`config.mk`:
```
export PLATFORM = sky130hd
export DESIGN_NAME = sgd_queue
export DESIGN_NICKNAME = d
export VERILOG_FILES = /design/src/design/sgd_pkg.sv /design/src/design/sgd_queue.sv
export SDC_FILE = /design/constraint.sdc
export NUM_CORES = 1
export LEC_CHECK = 0
export ABC_AREA = 1
export BUFFER_PORTS_ARGS = -buffer_cell sky130_fd_sc_hd__buf_2
export CORE_MARGIN = 5
export CORE_UTILIZATION = 55
export CTS_CLUSTER_SIZE = 12
export DETAILED_ROUTE_END_ITERATION = 12
export PLACE_DENSITY = 0.77
export SETUP_SLACK_MARGIN = 0.3
export SYNTH_ARGS = -nofsm -noshare
export SYNTH_HDL_FRONTEND = slang
export SYNTH_SLANG_ARGS = --single-unit
```
`constraint.sdc`:
```
create_clock -name clock -period 3.2 [get_ports clock]
set_input_delay 0.32 -clock clock [delete_from_list [all_inputs] [get_ports clock]]
set_output_delay 0.32 -clock clock [all_outputs]
set_load 0.005 [all_outputs]
```
`src/design/sgd_pkg.sv`:
```
// sgd_pkg: shared types, register codes and constants of the sobel gradient block
// used by every module of the block; depends on nothing

package sgd_pkg;

   localparam int MAX_WIDTH = 2048;
   localparam int COL_W     = $clog2(MAX_WIDTH);
   localparam int WIDTH_W   = 12;
   localparam int HEIGHT_W  = 13;
   localparam int ROW_W     = 12;
   localparam int CSR_W     = 13;
   localparam int QDEPTH    = 4;
   localparam int QPTR_W    = $clog2(QDEPTH);
   localparam int QCNT_W    = $clog2(QDEPTH + 1);

   localparam logic [WIDTH_W-1:0]  WIDTH_MIN   = WIDTH_W'(3);
   localparam logic [WIDTH_W-1:0]  WIDTH_MAX   = WIDTH_W'(MAX_WIDTH);
   localparam logic [HEIGHT_W-1:0] HEIGHT_MIN  = HEIGHT_W'(3);
   localparam logic [HEIGHT_W-1:0] HEIGHT_MAX  = HEIGHT_W'(4096);

   // tan(pi/8) and tan(3pi/8) in q16
   localparam logic [24:0] TAN_LO = 25'd27146;
   localparam logic [27:0] TAN_HI = 28'd158218;

   localparam logic [1:0] CSR_LINE_WIDTH     = 2'd0;
   localparam logic [1:0] CSR_FRAME_HEIGHT   = 2'd1;
   localparam logic [1:0] CSR_EDGE_MODE      = 2'd2;
   localparam logic [1:0] CSR_MAGNITUDE_MODE = 2'd3;

   localparam logic [1:0] EDGE_BOTH    = 2'd0;
   localparam logic [1:0] EDGE_GX_ONLY = 2'd1;
   localparam logic [1:0] EDGE_GY_ONLY = 2'd2;

   localparam logic [1:0] DIR_DIAG_UP   = 2'd0;
   localparam logic [1:0] DIR_DIAG_DOWN = 2'd1;
   localparam logic [1:0] DIR_HORIZ     = 2'd2;
   localparam logic [1:0] DIR_VERT      = 2'd3;

   typedef struct packed {
      logic [7:0] pixel;
      logic       frame_start;
   } req_type;

   typedef struct packed {
      logic signed [11:0] gradient;
      logic [1:0]         direction;
      logic [ROW_W-1:0]   out_row;
      logic [COL_W-1:0]   out_col;
      logic               frame_last;
   } rsp_type;

   typedef struct packed {
      logic [WIDTH_W-1:0]  line_width;
      logic [HEIGHT_W-1:0] frame_height;
      logic [1:0]          edge_mode;
      logic                magnitude_mode;
   } cfg_type;

   // one full 3x3 window minus the unused center tap, plus result position
   typedef struct packed {
      logic [7:0]       a00;
      logic [7:0]       a10;
      logic [7:0]       a20;
      logic [7:0]       a01;
      logic [7:0]       a21;
      logic [7:0]       a02;
      logic [7:0]       a12;
      logic [7:0]       a22;
      logic [ROW_W-1:0] row;
      logic [COL_W-1:0] col;
      logic             last;
   } win_type;

endpackage

```
`src/design/sgd_queue.sv`:
```
// sgd_queue: short window queue between the front and back of the sobel block
// depends on sgd_pkg for the entry type and depth

module sgd_queue
   import sgd_pkg::*;
(
   input  logic              clock,
   input  logic              reset,
   input  logic              push,
   input  win_type           push_data,
   input  logic              pop,
   output logic              head_valid,
   output win_type           head_data,
   output logic [QCNT_W-1:0] count
);

   win_type           entry_ff [QDEPTH];
   logic [QPTR_W-1:0] wr_ptr_ff, wr_ptr_in;
   logic [QPTR_W-1:0] rd_ptr_ff, rd_ptr_in;
   logic [QCNT_W-1:0] count_ff, count_in;
   logic              do_pop;

   assign do_pop     = pop && (count_ff != '0);
   assign head_valid = (count_ff != '0);
   assign head_data  = entry_ff[rd_ptr_ff];
   assign count      = count_ff;

   always_comb begin
      wr_ptr_in = push   ? QPTR_W'(wr_ptr_ff + QPTR_W'(1)) : wr_ptr_ff;
      rd_ptr_in = do_pop ? QPTR_W'(rd_ptr_ff + QPTR_W'(1)) : rd_ptr_ff;
      count_in  = QCNT_W'(count_ff + QCNT_W'(push) - QCNT_W'(do_pop));
   end

   always_ff @(posedge clock) begin
      if (reset) begin
         wr_ptr_ff <= '0;
         rd_ptr_ff <= '0;
         count_ff  <= '0;
      end else begin
         wr_ptr_ff <= wr_ptr_in;
         rd_ptr_ff <= rd_ptr_in;
         count_ff  <= count_in;
      end
   end

   always_ff @(posedge clock) begin
      if (push) entry_ff[wr_ptr_ff] <= push_data;
   end

endmodule

```
== Word-level counts from Yosys, hierarchy flattened ==
Memories as Yosys holds them, arrays and structs flattened. A register that Yosys moved wholly into a read port is not among the register bits.
Index checks and enable logic that the tools add are counted.
Storage, ports and cells
  bits in registers: 7
  memory bits (writable): 352
  bits of input ports: 92
  output and inout port bits: 92
  logic and storage cells: 14
  memories: 1
Memories
  entry_ff: depth 4, bits a word 88, rd ports 1, clocked after memory_dff 1, wr ports 1, RTL line sgd_queue.sv:17  | win_type entry_ff [QDEPTH];
Operators by class
  add/subtract/negate cells: 4
  mux-type cells: 4
  reduce and logical (&&, ||, !) cells: 2
Operators with widths (count)
  $add 2x1->2 const B: 2
  $mux 2: 2
  $add 3x1->3: 1
  $reduce_bool 3->1: 1
  $sub 3x1->3: 1
  $mux 1: 2
  $logic_and 1x1->1: 1

== Depth between registers and ports, before layout ==
  depth after elaboration: 4
  mapped depth: 9
  mapped depth without buffers: 9

== Least setup slack after synthesis ==
Ideal clock, no wire load.
  path type: register to register
  from: reg wr_ptr_ff[0]
  to: mem entry_ff[2][0] in the netlist's numbering (enable)
  setup time: 0.442 ns
  data arrival time: 2.291 ns
  data required time: 2.758 ns
  setup slack: 0.468 ns
  stages on the path, launching flop included: 5
  buffers on the path: 0
  period minus slack after synthesis: 2.732 ns
  cells stage by stage: dfxtp_1 -> inv_1 -> ha_1 -> nand2_1 -> inv_1
RTL lines
  from (decl): RTL line sgd_queue.sv:18  | logic [QPTR_W-1:0] wr_ptr_ff, wr_ptr_in;
  from (signal assigned): RTL line sgd_queue.sv:40  | wr_ptr_ff <= wr_ptr_in;
  to (decl): RTL line sgd_queue.sv:17
Straight into the memory's write port.

==> impl_results.md <==
* Skew-Pair Late Insertion Delay at 0.50 ns
* Router iterations before antenna repair at 5
* # port buffers at 183
* Setup WS post-layout at 0.6871 ns
* Initial antenna violation count at 6
* Worst path top cell family by delay: buffers and inverters
* Final setup violation count at 0
* Maximum vdd drop at 559.3 uV
* Die H at 166.4 microns
* Max FO, Critical Path at 176
* Worst Path Buf+Inv at 2
* First-pass GRT wire length at 42740 microns
* Worst Hold Path Cells at 1
* Synth Flop Type: edfxtp_1
* CTS root buffer: clkbuf_16
* Yosys cell types at 20
* Relative slew slack at 48.92%
* Hpwl dp at 15560 microns
* Fmax at 397.9 MHz
* HP Class: input port to flip-flop
* Sequential fraction of the synthesis area at 79.88%
* DRT antenna net count at 0
* Largest net degree at the start of global routing at 177
* 1st-iter DRT viols at 627
* Setup WS pre-CTS at 1.255 ns
* H-tree depth at 2
* DR vias/cell at 5.580
* Max Slew Vio Count at 0
* WHS Endpoint: entry_ff[2][31]$_DFFE_PP_
* Status: finished, final reports clean
* Ys async rst share at 0%
* Ys Warns at 0
* Wire per inst at 19.12 microns
* Post-CTS Setup Repair Bufs at 0
* Initial core utilization at 55.66%
* Clk sinks at 361
* Worst R2R Path Depth at 5
* DRC viols at 0
* Leak pwr at 5.558 nW
* Post-synth top cells: edfxtp_1, nor2_1, o21ai_0, o22ai_1, o21ai_1
* Total negative slack at 0 ns
* Hold path startpoint: push_data[31]
* Final Wtd Congestion at 0.7428
* Number of enable flip-flop cells after synthesis at 352
* Fin crit share at 78.53%
* Vias in the first global route at 7957
* Max Clock Skew at 0.009617 ns
* Reg2reg end: entry_ff[0][66]$_DFFE_PP_
* I/O Pins at 184
* Critical Path RT at 2.88 ns
* CTS clk-pin slew, worst paths at 0.05 ns
* Synth area leaders: edfxtp_1, nor2_1, o21ai_0, o22ai_1, o21ai_1
* Gr usage total at 19.37%
* CP max stage delay at 0.50 ns
* Most common cell in the netlist: edfxtp_1
* #FFs+latches synth at 361
* Crit. End Element: output pin
* Die area at 27700 sq um
* Resize count post-CTS at 0
* Worst Tran Pin Value at 0.7662 ns
* PwrDens at 733.9 nW/um^2
* Post-Place Cells at 1377
* Number of buffers created by CTS at 37
* Placement row count at 57
* Non-filler cells, final at 1442
* Reg-to-reg setup timing slack at 1.34 ns
* Via count at 8047
* Minimum clock period at 2.513 ns
* Final hold violations at 0
* CP max stage cell: buf_12
* Startpoint Class: flip-flop
* Max Cap Viol at 0
* Share of cells above drive strength 1 at 22.33%
* Worst Path Arrival at 2.19 ns
* Post-Synthesis Mean Instance Area at 14.77 sq um
* Syn_nets at 1010
* Die width at 166.4 microns
* Synth Instances at 911
* Critical path cell sequence: buf_12, o21ai_0, o22ai_1, buf_2
* Overall Power at 11.59 mW
* CTS tree: yes
* Max clock buf depth at 3
* Top-area cell type share of the netlist area at 78.54%
* Post-Route WL at 27570 microns
* Unrepaired setup endpoints after global routing: no
* P&R area growth vs syn at 17.38%
* Remaining Overflow, GRT at 0
* Post-synth design cell area at 13460 sq um
* Cell accounting for the most synthesized area: edfxtp_1
* # nets final at 1192
* R2r startpoint: wr_ptr_ff[0]$_SDFFE_PP0P_
* Core Region at 24180 sq um
* WS Path Type: flip-flop to output pin
kinds of logic after synthesis:
group                    count (synthesis)  synth area share (%)
flip-flops                             361                 79.88
AO/OA/AOI/OAI                          272                 10.95
AND/OR/NAND/NOR                        197                 5.513
buffers and inverters                   74                 2.947
adder cells (fa/ha/maj)                  7                0.7066
state kept, by name, summed over array words and instances (netlist names), named ones only:
signal / cells
entry_ff: 352
count: 3
rd_ptr_ff: 2
wr_ptr_ff: 2
per-stage QoR:
step / util, % / area, sq um / hold WS, ns
finish: 65.34 / 15800 / 0.02857
floorplan: - / 13460 / 0.3912
global placement: 60.73 / 14680 / 0.4723
CTS: 65.31 / 15790 / 0.005714
detailed placement: 60.73 / 14680 / 0.4863
global route: 65.32 / 15790 / 0.001894
what timing repair did:
action                                 4_1_cts  5_1_grt
setup endpoints to repair                    0        0
hold buffers                                 1        0
endpoints found under the hold margin        2        0
worst max path at each step:
stage	to	slack [ns]	depth (start not counted)
2_1_floorplan	entry_ff[2][0]$_DFFE_PP_	0.47	4
3_3_place_gp	head_data[34]	1.29	5
3_5_place_dp	head_data[1]	1.25	4
4_1_cts	head_data[1]	0.72	4
5_1_grt	head_data[85]	0.56	5
6_report	head_data[73]	0.69	4
cell type report:
cell class / instances / area, sq um
timing repair buffer: 199 / 1139
sequential: 361 / 10760
tap: 324 / 405.4
inverter: 18 / 82.58
multi-input combinational: 476 / 2311
clock inverter: 4 / 21.27
clock buffer: 57 / 1075
fill: 1677 / 8381
antenna: 3 / 7.507
layer usage:
layer  share of wire [%]  vias to the layer above  wire, microns  track usage, %
met1                  42                     3927          11660           26.89
met4                 1.7                        8            479           5.052
met2                  48                      273          13300           31.02
met3                 7.6                       45           2094           5.215
li1                    -                     3794              -               -
met5                0.13                        -             36               0
cells in the final DEF (no fill, tap or decap), drive strengths merged:
cell	count
ha	6
dlygate4sd3	1
a21boi	1
nor2	183
diode	3
buf	198
o22ai	88
edfxtp	352
clkbuf	57
fa	1
a21oi	5
inv	19
nand2	12
o21ai	178
clkinv	3
nand3	2
dfxtp	9
report_power, final:
group	internal (mW)	switching, mW
Combinational	0.805	1.43
Sequential	5.43	0.0625
Clock	2.30	1.57
(Power assumes the default switching activity.)
