==> src/design/sgd_pkg.sv <==
// sgd_pkg: shared types, register codes and constants of the sobel gradient block
// used by every module of the block; depends on nothing

package sgd_pkg;

   localparam int MAX_WIDTH = 2048;
   localparam int COL_W     = $clog2(MAX_WIDTH);
   localparam int WIDTH_W   = 12;
   localparam int HEIGHT_W  = 13;
   localparam int ROW_W     = 12;
   localparam int CSR_W     = 13;
   localparam int QDEPTH    = 4;
   localparam int QPTR_W    = $clog2(QDEPTH);
   localparam int QCNT_W    = $clog2(QDEPTH + 1);

   localparam logic [WIDTH_W-1:0]  WIDTH_MIN   = WIDTH_W'(3);
   localparam logic [WIDTH_W-1:0]  WIDTH_MAX   = WIDTH_W'(MAX_WIDTH);
   localparam logic [HEIGHT_W-1:0] HEIGHT_MIN  = HEIGHT_W'(3);
   localparam logic [HEIGHT_W-1:0] HEIGHT_MAX  = HEIGHT_W'(4096);

   // tan(pi/8) and tan(3pi/8) in q16
   localparam logic [24:0] TAN_LO = 25'd27146;
   localparam logic [27:0] TAN_HI = 28'd158218;

   localparam logic [1:0] CSR_LINE_WIDTH     = 2'd0;
   localparam logic [1:0] CSR_FRAME_HEIGHT   = 2'd1;
   localparam logic [1:0] CSR_EDGE_MODE      = 2'd2;
   localparam logic [1:0] CSR_MAGNITUDE_MODE = 2'd3;

   localparam logic [1:0] EDGE_BOTH    = 2'd0;
   localparam logic [1:0] EDGE_GX_ONLY = 2'd1;
   localparam logic [1:0] EDGE_GY_ONLY = 2'd2;

   localparam logic [1:0] DIR_DIAG_UP   = 2'd0;
   localparam logic [1:0] DIR_DIAG_DOWN = 2'd1;
   localparam logic [1:0] DIR_HORIZ     = 2'd2;
   localparam logic [1:0] DIR_VERT      = 2'd3;

   typedef struct packed {
      logic [7:0] pixel;
      logic       frame_start;
   } req_type;

   typedef struct packed {
      logic signed [11:0] gradient;
      logic [1:0]         direction;
      logic [ROW_W-1:0]   out_row;
      logic [COL_W-1:0]   out_col;
      logic               frame_last;
   } rsp_type;

   typedef struct packed {
      logic [WIDTH_W-1:0]  line_width;
      logic [HEIGHT_W-1:0] frame_height;
      logic [1:0]          edge_mode;
      logic                magnitude_mode;
   } cfg_type;

   // one full 3x3 window minus the unused center tap, plus result position
   typedef struct packed {
      logic [7:0]       a00;
      logic [7:0]       a10;
      logic [7:0]       a20;
      logic [7:0]       a01;
      logic [7:0]       a21;
      logic [7:0]       a02;
      logic [7:0]       a12;
      logic [7:0]       a22;
      logic [ROW_W-1:0] row;
      logic [COL_W-1:0] col;
      logic             last;
   } win_type;

endpackage

==> src/design/sgd_back.sv <==
// sgd_back: sobel gradients, edge strength and direction sector, with result register
// depends on sgd_pkg; pops windows from sgd_queue

module sgd_back
   import sgd_pkg::*;
(
   input  logic    clock,
   input  logic    reset,
   input  cfg_type cfg,
   input  logic    win_valid,
   input  win_type win_data,
   output logic    win_pop,
   output logic    rsp_empty,
   input  logic    rsp_pop,
   output rsp_type rsp_data
);

   // gradient stage
   logic               c_valid_ff;
   logic signed [10:0] c_gx_ff, c_gy_ff;
   logic [ROW_W-1:0]   c_row_ff;
   logic [COL_W-1:0]   c_col_ff;
   logic               c_last_ff;
   // multiply stage
   logic               d_valid_ff;
   logic signed [11:0] d_g_ff;
   logic signed [10:0] d_ys_ff;
   logic [24:0]        d_lo_ff;
   logic [27:0]        d_hi_ff;
   logic               d_gx_zero_ff;
   logic [ROW_W-1:0]   d_row_ff;
   logic [COL_W-1:0]   d_col_ff;
   logic               d_last_ff;
   // result register
   logic               o_valid_ff;
   rsp_type            o_data_ff;

   logic c_ready, d_ready, o_ready;

   assign o_ready = !o_valid_ff || rsp_pop;
   assign d_ready = !d_valid_ff || o_ready;
   assign c_ready = !c_valid_ff || d_ready;
   assign win_pop = win_valid && c_ready;

   function automatic logic signed [10:0] px(input logic [7:0] p);
      px = $signed({3'b000, p});
   endfunction

   logic signed [10:0] gx_in, gy_in;

   always_comb begin
      gx_in = '0;
      gy_in = '0;
      if (cfg.edge_mode != EDGE_GY_ONLY)
         gx_in = (px(win_data.a02) - px(win_data.a00))
               + ((px(win_data.a12) - px(win_data.a10)) <<< 1)
               + (px(win_data.a22) - px(win_data.a20));
      if (cfg.edge_mode != EDGE_GX_ONLY)
         gy_in = (px(win_data.a20) + (px(win_data.a21) <<< 1) + px(win_data.a22))
               - (px(win_data.a00) + (px(win_data.a01) <<< 1) + px(win_data.a02));
   end

   always_ff @(posedge clock) begin
      if (reset) begin
         c_valid_ff <= 1'b0;
      end else if (c_ready) begin
         c_valid_ff <= win_valid;
      end
      if (c_ready && win_valid) begin
         c_gx_ff   <= gx_in;
         c_gy_ff   <= gy_in;
         c_row_ff  <= win_data.row;
         c_col_ff  <= win_data.col;
         c_last_ff <= win_data.last;
      end
   end

   logic signed [10:0] ax, ay, ys_in;
   logic signed [11:0] g_in;
   logic [9:0]         x;

   always_comb begin
      ax    = c_gx_ff[10] ? -c_gx_ff : c_gx_ff;
      ay    = c_gy_ff[10] ? -c_gy_ff : c_gy_ff;
      ys_in = c_gx_ff[10] ? -c_gy_ff : c_gy_ff;
      x     = ax[9:0];
      if (cfg.magnitude_mode)
         g_in = 12'(ax) + 12'(ay);
      else
         g_in = 12'(c_gx_ff) + 12'(c_gy_ff);
   end

   always_ff @(posedge clock) begin
      if (reset) begin
         d_valid_ff <= 1'b0;
      end else if (d_ready) begin
         d_valid_ff <= c_valid_ff;
      end
      if (d_ready && c_valid_ff) begin
         d_g_ff       <= g_in;
         d_ys_ff      <= ys_in;
         d_lo_ff      <= {15'd0, x} * TAN_LO;
         d_hi_ff      <= {18'd0, x} * TAN_HI;
         d_gx_zero_ff <= (c_gx_ff == '0);
         d_row_ff     <= c_row_ff;
         d_col_ff     <= c_col_ff;
         d_last_ff    <= c_last_ff;
      end
   end

   logic signed [28:0] yq, lo_s, hi_s;
   logic [1:0]         dir_in;

   always_comb begin
      yq   = $signed({{2{d_ys_ff[10]}}, d_ys_ff, 16'd0});
      lo_s = $signed({4'd0, d_lo_ff});
      hi_s = $signed({1'b0, d_hi_ff});
      // bounds themselves fall through to vertical
      if (d_gx_zero_ff)
         dir_in = DIR_VERT;
      else if (yq > -hi_s && yq < -lo_s)
         dir_in = DIR_DIAG_UP;
      else if (yq > -lo_s && yq < lo_s)
         dir_in = DIR_HORIZ;
      else if (yq > lo_s && yq < hi_s)
         dir_in = DIR_DIAG_DOWN;
      else
         dir_in = DIR_VERT;
   end

   always_ff @(posedge clock) begin
      if (reset) begin
         o_valid_ff <= 1'b0;
      end else if (o_ready) begin
         o_valid_ff <= d_valid_ff;
      end
      if (o_ready && d_valid_ff) begin
         o_data_ff.gradient   <= d_g_ff;
         o_data_ff.direction  <= dir_in;
         o_data_ff.out_row    <= d_row_ff;
         o_data_ff.out_col    <= d_col_ff;
         o_data_ff.frame_last <= d_last_ff;
      end
   end

   assign rsp_empty = !o_valid_ff;
   assign rsp_data  = o_data_ff;

endmodule

==> config.mk <==
export PLATFORM = sky130hd
export DESIGN_NAME = sgd_back
export DESIGN_NICKNAME = d
export VERILOG_FILES = /design/src/design/sgd_pkg.sv /design/src/design/sgd_back.sv
export SDC_FILE = /design/constraint.sdc
export NUM_CORES = 1
export LEC_CHECK = 0
export BUFFER_PORTS_ARGS = -buffer_cell sky130_fd_sc_hd__buf_2
export CORE_AREA = 2 2 223 225
export CTS_CLUSTER_SIZE = 8
export DETAILED_ROUTE_END_ITERATION = 8
export DIE_AREA = 0 0 225 227
export GPL_TIMING_DRIVEN = 0
export SLEW_MARGIN = 20
export SYNTH_ARGS = -nofsm -noshare
export SYNTH_HDL_FRONTEND = slang
export SYNTH_SLANG_ARGS = --single-unit
==> constraint.sdc <==
create_clock -name clock -period 8.3 [get_ports clock]
set_input_delay 1.66 -clock clock [delete_from_list [all_inputs] [get_ports clock]]
set_output_delay 1.66 -clock clock [all_outputs]
set_load 0.03 [all_outputs]
## Yosys cells after proc, flatten, opt, wreduce, memory -nomap -nowiden

Cells that the tools add are included.

| operators by class | value |
|---|---|
| add/subtract/negate cells | 16 |
| multipliers | 2 |
| divide/modulo/power cells | 0 |
| magnitude comparators | 6 |
| equality and inequality tests | 2 |
| shift-type cells | 0 |
| multiplexer cells | 7 |
| bitwise gates (word level) | 0 |
| reduce and logical (&&, ||, !) cells | 13 |

Operators with widths:

| cell | number |
|---|---|
| 27-bit by 29-bit greater-than comparator with 1-bit output | 2 |
| 27-bit by 29-bit < comparator with 1-bit output | 2 |
| 11-bit 2-to-1 mux | 3 |
| 25-bit negator with 29-bit output | 1 |
| 28-bit negator with 29-bit output | 1 |
| 27-bit by 26-bit greater-than comparator with 1-bit output | 1 |
| 27-bit by 26-bit < comparator with 1-bit output | 1 |
| 10-bit by 17-bit multiplier with 27-bit output (second input constant) | 1 |
| 8-bit by 8-bit subtractor with 9-bit output | 3 |
| 11-bit by 11-bit adder with 12-bit output | 2 |
| 10-bit by 14-bit multiplier with 24-bit output (second input constant) | 1 |
| 10-bit by 8-bit adder with 11-bit output | 2 |
| 11-bit negator | 2 |
| 8-bit by 9-bit adder with 10-bit output | 2 |
| 12-bit 2-to-1 mux | 1 |
| 11-bit by 9-bit adder with 11-bit output | 1 |
| 9-bit by 10-bit adder with 11-bit output | 1 |
| 11-bit logical NOT | 1 |
| 11-bit subtractor | 1 |
| 1-bit logical AND | 6 |
| 2-bit 2-to-1 mux | 3 |
| 1-bit logical NOT | 3 |
| 1-bit logical OR | 3 |
| 2-bit by 1-bit inequality test with 1-bit output (second input constant) | 1 |
| 2-bit inequality test (second input constant) | 1 |

| word-level totals | value |
|---|---|
| register bits after elaboration | 186 |
| latch bits | 0 |
| bits in writable memories | 0 |
| memory bits (read-only) | 0 |
| input bits | 120 |
| output and inout bits | 40 |
| memories kept | 0 |

## Depth between registers and ports, before layout

Gate-level depths: netlist (run 1).

| depth | value |
|---|---|
| depth after elaboration | 5 |
| depth in mapped cells | 22 |

## Least setup slack after synthesis (run 1)

No wires, ideal clock.

| path | value |
|---|---|
| path kind | input to output |
| start | in rsp_pop |
| end | out win_pop |
| arrival | 5.919 ns |
| data required time | 6.640 ns |
| path slack | 0.721 ns |
| stages | 3 |
| buffers on the path | 0 |
| cell sequence | nor2_1 > and2_1 > a21boi_0 |

| between the ends | value |
|---|---|
| longest elaborated chain between the ends | 4 |

RTL lines:

| item | line | RTL |
|---|---|---|
| from (decl) | sgd_back.sv:14 | `input logic rsp_pop,` |
| 1-bit logical OR | sgd_back.sv:40 | `assign o_ready = !o_valid_ff \|\| rsp_pop;` |
| 1-bit logical OR | sgd_back.sv:41 | `assign d_ready = !d_valid_ff \|\| o_ready;` |
| 1-bit logical OR | sgd_back.sv:42 | `assign c_ready = !c_valid_ff \|\| d_ready;` |
| 1-bit logical AND | sgd_back.sv:43 | `assign win_pop = win_valid && c_ready;` |
| to (decl) | sgd_back.sv:12 | `output logic win_pop,` |

No other way between the ends.

## Worst setup path after layout (run 1)

| path | value |
|---|---|
| start | reg c_gx_ff[0] |
| end | reg d_hi_ff[26] (data pin) |

| between the ends | value |
|---|---|
| longest elaborated chain between the ends | 3 |

RTL lines:

| item | line | RTL |
|---|---|---|
| from (decl) | sgd_back.sv:20 | `logic signed [10:0] c_gx_ff, c_gy_ff;` |
| from (signal assigned) | sgd_back.sv:70 | `c_gx_ff <= gx_in;` |
| 11-bit negator | sgd_back.sv:83 | `ax = c_gx_ff[10] ? -c_gx_ff : c_gx_ff;` |
| 11-bit 2-to-1 mux (*) | sgd_back.sv:83 |  |
| 10-bit by 17-bit multiplier with 27-bit output (*) | sgd_back.sv:103 | `d_hi_ff <= {18'd0, x} * TAN_HI;` |
| to (signal assigned) | sgd_back.sv:103 |  |
| to (decl) | sgd_back.sv:29 | `logic [27:0] d_hi_ff;` |

Every way passes the cells marked *; elsewhere a longest branch is shown, timed or not.
A chain may end at the register's enable or synchronous reset.

==> results of run 1 <==
==> critical path: cells and delay by family, from the launching register on <==
family | cells | cell delay [ns]
AOI/OAI and AO/OA | 6 | 1.29
xor gates and xnor gates | 2 | 0.77
adders and majority gates | 7 | 2.68
buffers and inverters | 5 | 0.54
DFF | 1 | 0.67
and+or+nand+nor | 2 | 0.52
==> sequential cells by signal, indices dropped and copies added, names as in the netlist, 11 cells and up <==
name and flops:
d_hi_ff 27, c_col_ff 11, c_row_ff 12, c_gy_ff 11, d_row_ff 12, rsp_data 38
c_gx_ff 11, d_col_ff 11, d_ys_ff 11, d_g_ff 12
==> routing by layer <==
| layer | global-route usage | part of all wire | routed length, um |
|---|---|---|---|
| met4 | 0.0436 | 0.021 | 627 |
| met2 | 0.214 | 0.50 | 14800 |
| met1 | 0.147 | 0.45 | 13400 |
| met3 | 0.0146 | 0.029 | 867 |
| met5 | 0 | 0 | 0 |
==> layout make-up <==
cell class	count	area, sq um
plain buffers	11	52.6
clock buffers	17	425
clock inverters	15	181
fillers	4787	32300
inverters	188	706
multi-input cells	926	8170
flip-flops and latches	170	5070
well taps	622	778
repair buffers	140	813
==> stage by stage <==
step	cell area, sq um	utilization
after floorplan	14000	-
after global placement	15400	0.318
after detailed placement	15600	0.321
after CTS	16200	0.334
after global routing	16200	0.334
final	16200	0.334
==> synthesized netlist by cell type (all sizes together) (4+ instances only) <==
master  number  share of area
ha         224           0.20
inv        188          0.051
edfxtp     167           0.36
xnor2       94          0.059
nor2        80          0.022
nand2       76          0.021
fa          72           0.10
a21oi       70          0.025
o21ai       37          0.013
a21o        31          0.017
nor3        31          0.011
nor2b       24          0.011
xor2        22          0.014
nand3       14         0.0050
nor4        12         0.0069
o21bai      12         0.0064
nand4       10         0.0045
a21boi       9         0.0048
or3          9         0.0044
or4          9         0.0056
a211oi       8         0.0043
nand2b       8         0.0036
clkbuf       7         0.0020
a31oi        6         0.0027
o211ai       6         0.0032
o21a         6         0.0032
or2          6         0.0027
and3         5         0.0022
buf          4         0.0018
nand3b       4         0.0021
==> layout by cell type, fill, tap and decap left out, types with 8 or more instances in the layout <==
master / n
or3_1: 8
nor3_1: 31
a21o_1: 31
ha_1: 224
a21boi_0: 8
nand3_1: 14
a21oi_1: 70
a211oi_1: 8
nor2_1: 79
edfxtp_1: 167
nor4_1: 10
o21bai_1: 12
nand2_1: 75
inv_1: 188
nand4_1: 10
buf_2: 136
nand2b_1: 8
o21ai_0: 37
fa_1: 72
nor2b_1: 22
xnor2_1: 94
clkbuf_16: 17
xor2_1: 22
==> logic make-up after synthesis <==
logic type	after synthesis	share of synthesized area
AO/OA/AOI/OAI	215	0.0981
adder cells (fa/ha/maj)	296	0.304
multiplexers	3	0.00215
buffers and inverters	199	0.0543
XOR/XNOR	116	0.0727
AND/OR/NAND/NOR	296	0.106
flip-flops	170	0.363
==> path summary, 6_finish.rpt <==
path	from	to	cells after the start
setup / recovery	c_gx_ff[0]	d_hi_ff[26]	22
hold / removal	c_col_ff[2]	d_col_ff[2]	0
setup reg to reg	c_gx_ff[0]	d_hi_ff[26]	22
hold reg to reg	c_col_ff[2]	d_col_ff[2]	0
==> qor.csv, run 1 <==
metric;value;unit
drt-total-wl;29800;um
ioPinCount;160;
ys_seq_area_frac;0.363;
synth_cell_type_count;64;
cp_slowest_stage_delay;0.68;ns
synth_edf_count;167;
fin_cells;2089;
grt-ovfl-total;0;
antenna_found_initial;0;
worstPathArrival;6.91;ns
post_cts_resized;0;
syn_area_per_cell;10.8;sq um
cts_max_path_buffers;2;
cts_tree;yes;
place_congestion;0.864;
cts_max_level;4;
synthFlopType;edfxtp_1;
numPortBuffers;134;
diodes;0;
dieWidth;225;um
setup.worst_path.end_class;flop;
synth-async-reset-ratio;0;
reg2reg_slack;1.57;ns
nNetsFinal;1870;
syn_to_final_growth;15.9;%
cp_slowest_cell;xnor2_1;
grt_first_pass_wirelength;48400;um
setup_slack;1.57;ns
rsz0062_at_grt;false;
status;complete, no violations;
grt_pass1_vias;9971;
drc;0;
maxCapViolations;0;
fin_tns_setup;0;ns
netlist_instances;1295;
path_cells;inv_1 > ha_1 > nand2_1 > o21ai_0 > xnor2_1 > ha_1 > inv_1 > fa_1 > inv_1 > ha_1 > inv_1 > fa_1 > inv_1 > ha_1 > ha_1 > a21oi_1 > o21ai_0 > or2_2 > a211o_1 > a31o_2 > a21oi_1 > xnor2_1;
grt_util_all_layers;0.119;
clock-skew-final;0.0185;ns
final_layout_size_suffix_gt1_frac;0.133;
die_h;227;um
core_area;0.0485;sq mm
path_clk_slew;0.07;ns
finalCritPeriodShare;0.810;
cts_hold_buf;0;
start_util;0.288;
period_needed;6.73;ns
post-place-cells;2057;
start_kind;flop;
vias;9570;
cts-buffers-inserted;17;
clock_latency;0.44;ns
critPathKind;flop to flop;
dpl_worst_slack;1.61;ns
vias_per_cell;4.58;
setup_viol;0;
dieArea;0.0511;sq mm
synth_area;0.0140;sq mm
root_buffer;clkbuf_16;
ant_nets;0;
worst_pin_slew;1.13;ns
cts_setup_buffers;0;
synth_seq_cells;170;
cp_max_fo;8;
drt_iter0_drc;368;
maxSlewHeadroom;0.244;
hold_class;flop to flop;
clkSinkCount;170;
synth_warnings;0;
hold_viol_final;0;
drt-pass1-iter-count;5;
wl_per_cell;14.3;um
num_rows;81;
hpwlAfterDp;25400;um
holdWs;0.409;ns
maxClockFrequency;149;MHz
synth_nets;1711;
slew_viol_final;0;
cp.required;8.49;ns
grt_max_degree;31;
Power of run 1 is left out: the tool's default activity adds up to more than one toggle a clock period on the data nets, which glitch-free logic cannot reach.
==> run 2: changes to the inputs <==
clock period = 6.5 ns   (was 8.3 ns; I/O delays follow)
==> run 2 against run 1 <==
Die area stayed put; cell area is 0.29% higher; sequential share of layout area is 0.089 points lower; largest cell class unchanged.
==> qor.csv, run 2 (same netlist as run 1, synthesis figures left out) <==
metric;value;unit;change
final_layout_size_suffix_gt1_frac;0.137;;was 0.133
wl_per_cell;14.3;um;about the same
grt_util_all_layers;0.120;;was 0.119
grt_max_degree;31;;unchanged
reg2reg_slack;0.36;ns;was 1.57 ns
hold_viol_final;0;;unchanged
dieWidth;225;um;unchanged
ant_nets;0;;unchanged
path_clk_slew;0.07;ns;about the same
clock-skew-final;0.0117;ns;was 0.0185 ns
maxSlewHeadroom;0.277;;was 0.244
critPathKind;flop to flop;;unchanged
cp.required;6.69;ns;was 8.49 ns
maxCapViolations;0;;unchanged
drt-total-wl;29900;um;was 29800 um
use_met2;0.212;;was 0.214
grt-busiest-layer;met2;;unchanged
final_common_cell;ha_1;;unchanged
numPortBuffers;134;;unchanged
num_rows;81;;unchanged
hpwlAfterDp;25400;um;about the same
grt_util_met3;0.0173;;was 0.0146
cts_max_level;4;;unchanged
grt_pass1_vias;10000;;was 9971
r2r-end;d_hi_ff[26];;unchanged
place_congestion;0.869;;was 0.864
cts_hold_buf;0;;unchanged
worst_pin_slew;1.07;ns;was 1.13 ns
cts_tree;yes;;unchanged
clock_latency;0.44;ns;about the same
drt-pass1-iter-count;5;;unchanged
largest_reg_flops;38;;unchanged
die_h;227;um;unchanged
nFillCells;4783;;was 4787
vias_per_cell;4.56;;was 4.58
hold_start;d_col_ff[1];;was c_col_ff[2]
cts_max_path_buffers;2;;unchanged
setup.worst_path.end_class;flop;;unchanged
status;complete, no violations;;unchanged
hold_class;flop to flop;;unchanged
ioPinCount;160;;unchanged
root_buffer;clkbuf_16;;unchanged
clkSinkCount;170;;unchanged
whs_endpoint;rsp_data[2];;was d_col_ff[2]
drt_iter0_drc;376;;was 368
finalCritPeriodShare;0.945;;was 0.810
setup_viol;0;;unchanged
final_cell_mix;ha_1, inv_1, edfxtp_1;;unchanged
holdWs;0.418;ns;was 0.409 ns
drc;0;;unchanged
grt-ovfl-total;0;;unchanged
dieArea;0.0511;sq mm;unchanged
start_kind;flop;;unchanged
ff2ff_path_depth;22;;unchanged
period_needed;6.14;ns;was 6.73 ns
nNetsFinal;1871;;was 1870
cp_max_fo;6;;was 8
hold_path_depth;0;;unchanged
vias;9538;;was 9570
start_util;0.288;;unchanged
grt_first_pass_wirelength;48700;um;was 48400 um
gr-usage-met1;0.149;;was 0.147
rsz0062_at_grt;false;;unchanged
antenna_found_initial;1;;was 0
core_area;0.0485;sq mm;unchanged
syn_to_final_growth;16.3;%;was 15.9%
maxClockFrequency;163;MHz;was 149 MHz
worstPathArrival;6.33;ns;was 6.91 ns
r2r-start;c_gx_ff[0];;unchanged
slew_viol_final;0;;unchanged
cts-buffers-inserted;17;;unchanged
-- run 2: cell types whose count changed in the layout (fill, tap and decap cells not counted), moves of 3 or more --
cell,previous run,this run
clkinv_4,1,5
xnor2_1,94,90
xnor2_2,0,4
inv_8,4,1
-- run 2: worst max-delay path by stage --
stage / start / to / slack [ns] / cells after the start
floorplan: rsp_pop / d_col_ff[0] / 0.72 / 3
global placement: rsp_pop / d_hi_ff[6] / -0.85 / 4
detailed placement: c_gx_ff[0] / d_lo_ff[23] / -0.22 / 22
CTS: c_gx_ff[0] / d_lo_ff[23] / 0.39 / 22
global route: c_gx_ff[0] / d_hi_ff[26] / 0.09 / 22
finish: c_gx_ff[0] / d_hi_ff[26] / 0.36 / 22
-- run 2: layout make-up --
class	count	area (sq um)	area share
clock inverters	13	163	0.0100
well taps	622	778	0.0479
clock buffers	19	443	0.0273
plain buffers	11	52.6	0.00324
inverters	188	706	0.0434
multi-input cells	926	8200	0.505
repair buffers	141	821	0.0505
diodes	1	2.50	0.000154
flip-flops and latches	170	5070	0.312
-- run 2: worst max-delay path, stage by stage (launching register included) --
cell and delay, ns:
edfxtp_1 0.41, inv_1 0.25, ha_1 0.25, nand2_1 0.13
o21ai_0 0.33, xnor2_2 0.27, ha_1 0.36, inv_1 0.09
fa_1 0.54, inv_1 0.05, ha_1 0.27, inv_1 0.05
fa_1 0.53, inv_1 0.05, ha_1 0.28, ha_1 0.38
a21oi_1 0.30, o21ai_0 0.18, or2_2 0.36, a211o_1 0.30
a31o_2 0.23, a21oi_1 0.19, xnor2_1 0.08
-- run 2: stage by stage --
| stage | worst slack [ns] | TNS, ns | utilization | instances | instance area [sq um] |
|---|---|---|---|---|---|
| 6_report | 0.357 | 0 | 0.335 | 2091 | 16200 |
| 4_1_cts | 0.386 | 0 | 0.334 | 2090 | 16200 |
| 2_1_floorplan | 0.724 | 0 | - | 1295 | 14000 |
| 3_5_place_dp | -0.219 | -0.802 | 0.321 | 2057 | 15600 |
| 3_3_place_gp | -0.847 | -70.14 | 0.318 | 2051 | 15400 |
| 5_1_grt | 0.0947 | 0 | 0.335 | 2090 | 16200 |
-- run 2: what timing repair did --
| item | 4_1_cts | 5_1_grt |
|---|---|---|
| setup endpoints to repair | 5 | 1 |
| gates cloned | 0 | 0 |
| buffers inserted | 1 | 0 |
| gates resized for setup | 3 | 1 |
| pin swaps | 0 | 0 |
-- run 2: routing by layer --
| metal | wire, um | vias to the layer above |
|---|---|---|
| met1 | 13500 | 4472 |
| met2 | 14800 | 166 |
| met5 | 0 | - |
| li1 | - | 4861 |
| met3 | 974 | 39 |
| met4 | 578 | 0 |
Power of run 2 is left out for the same reason.
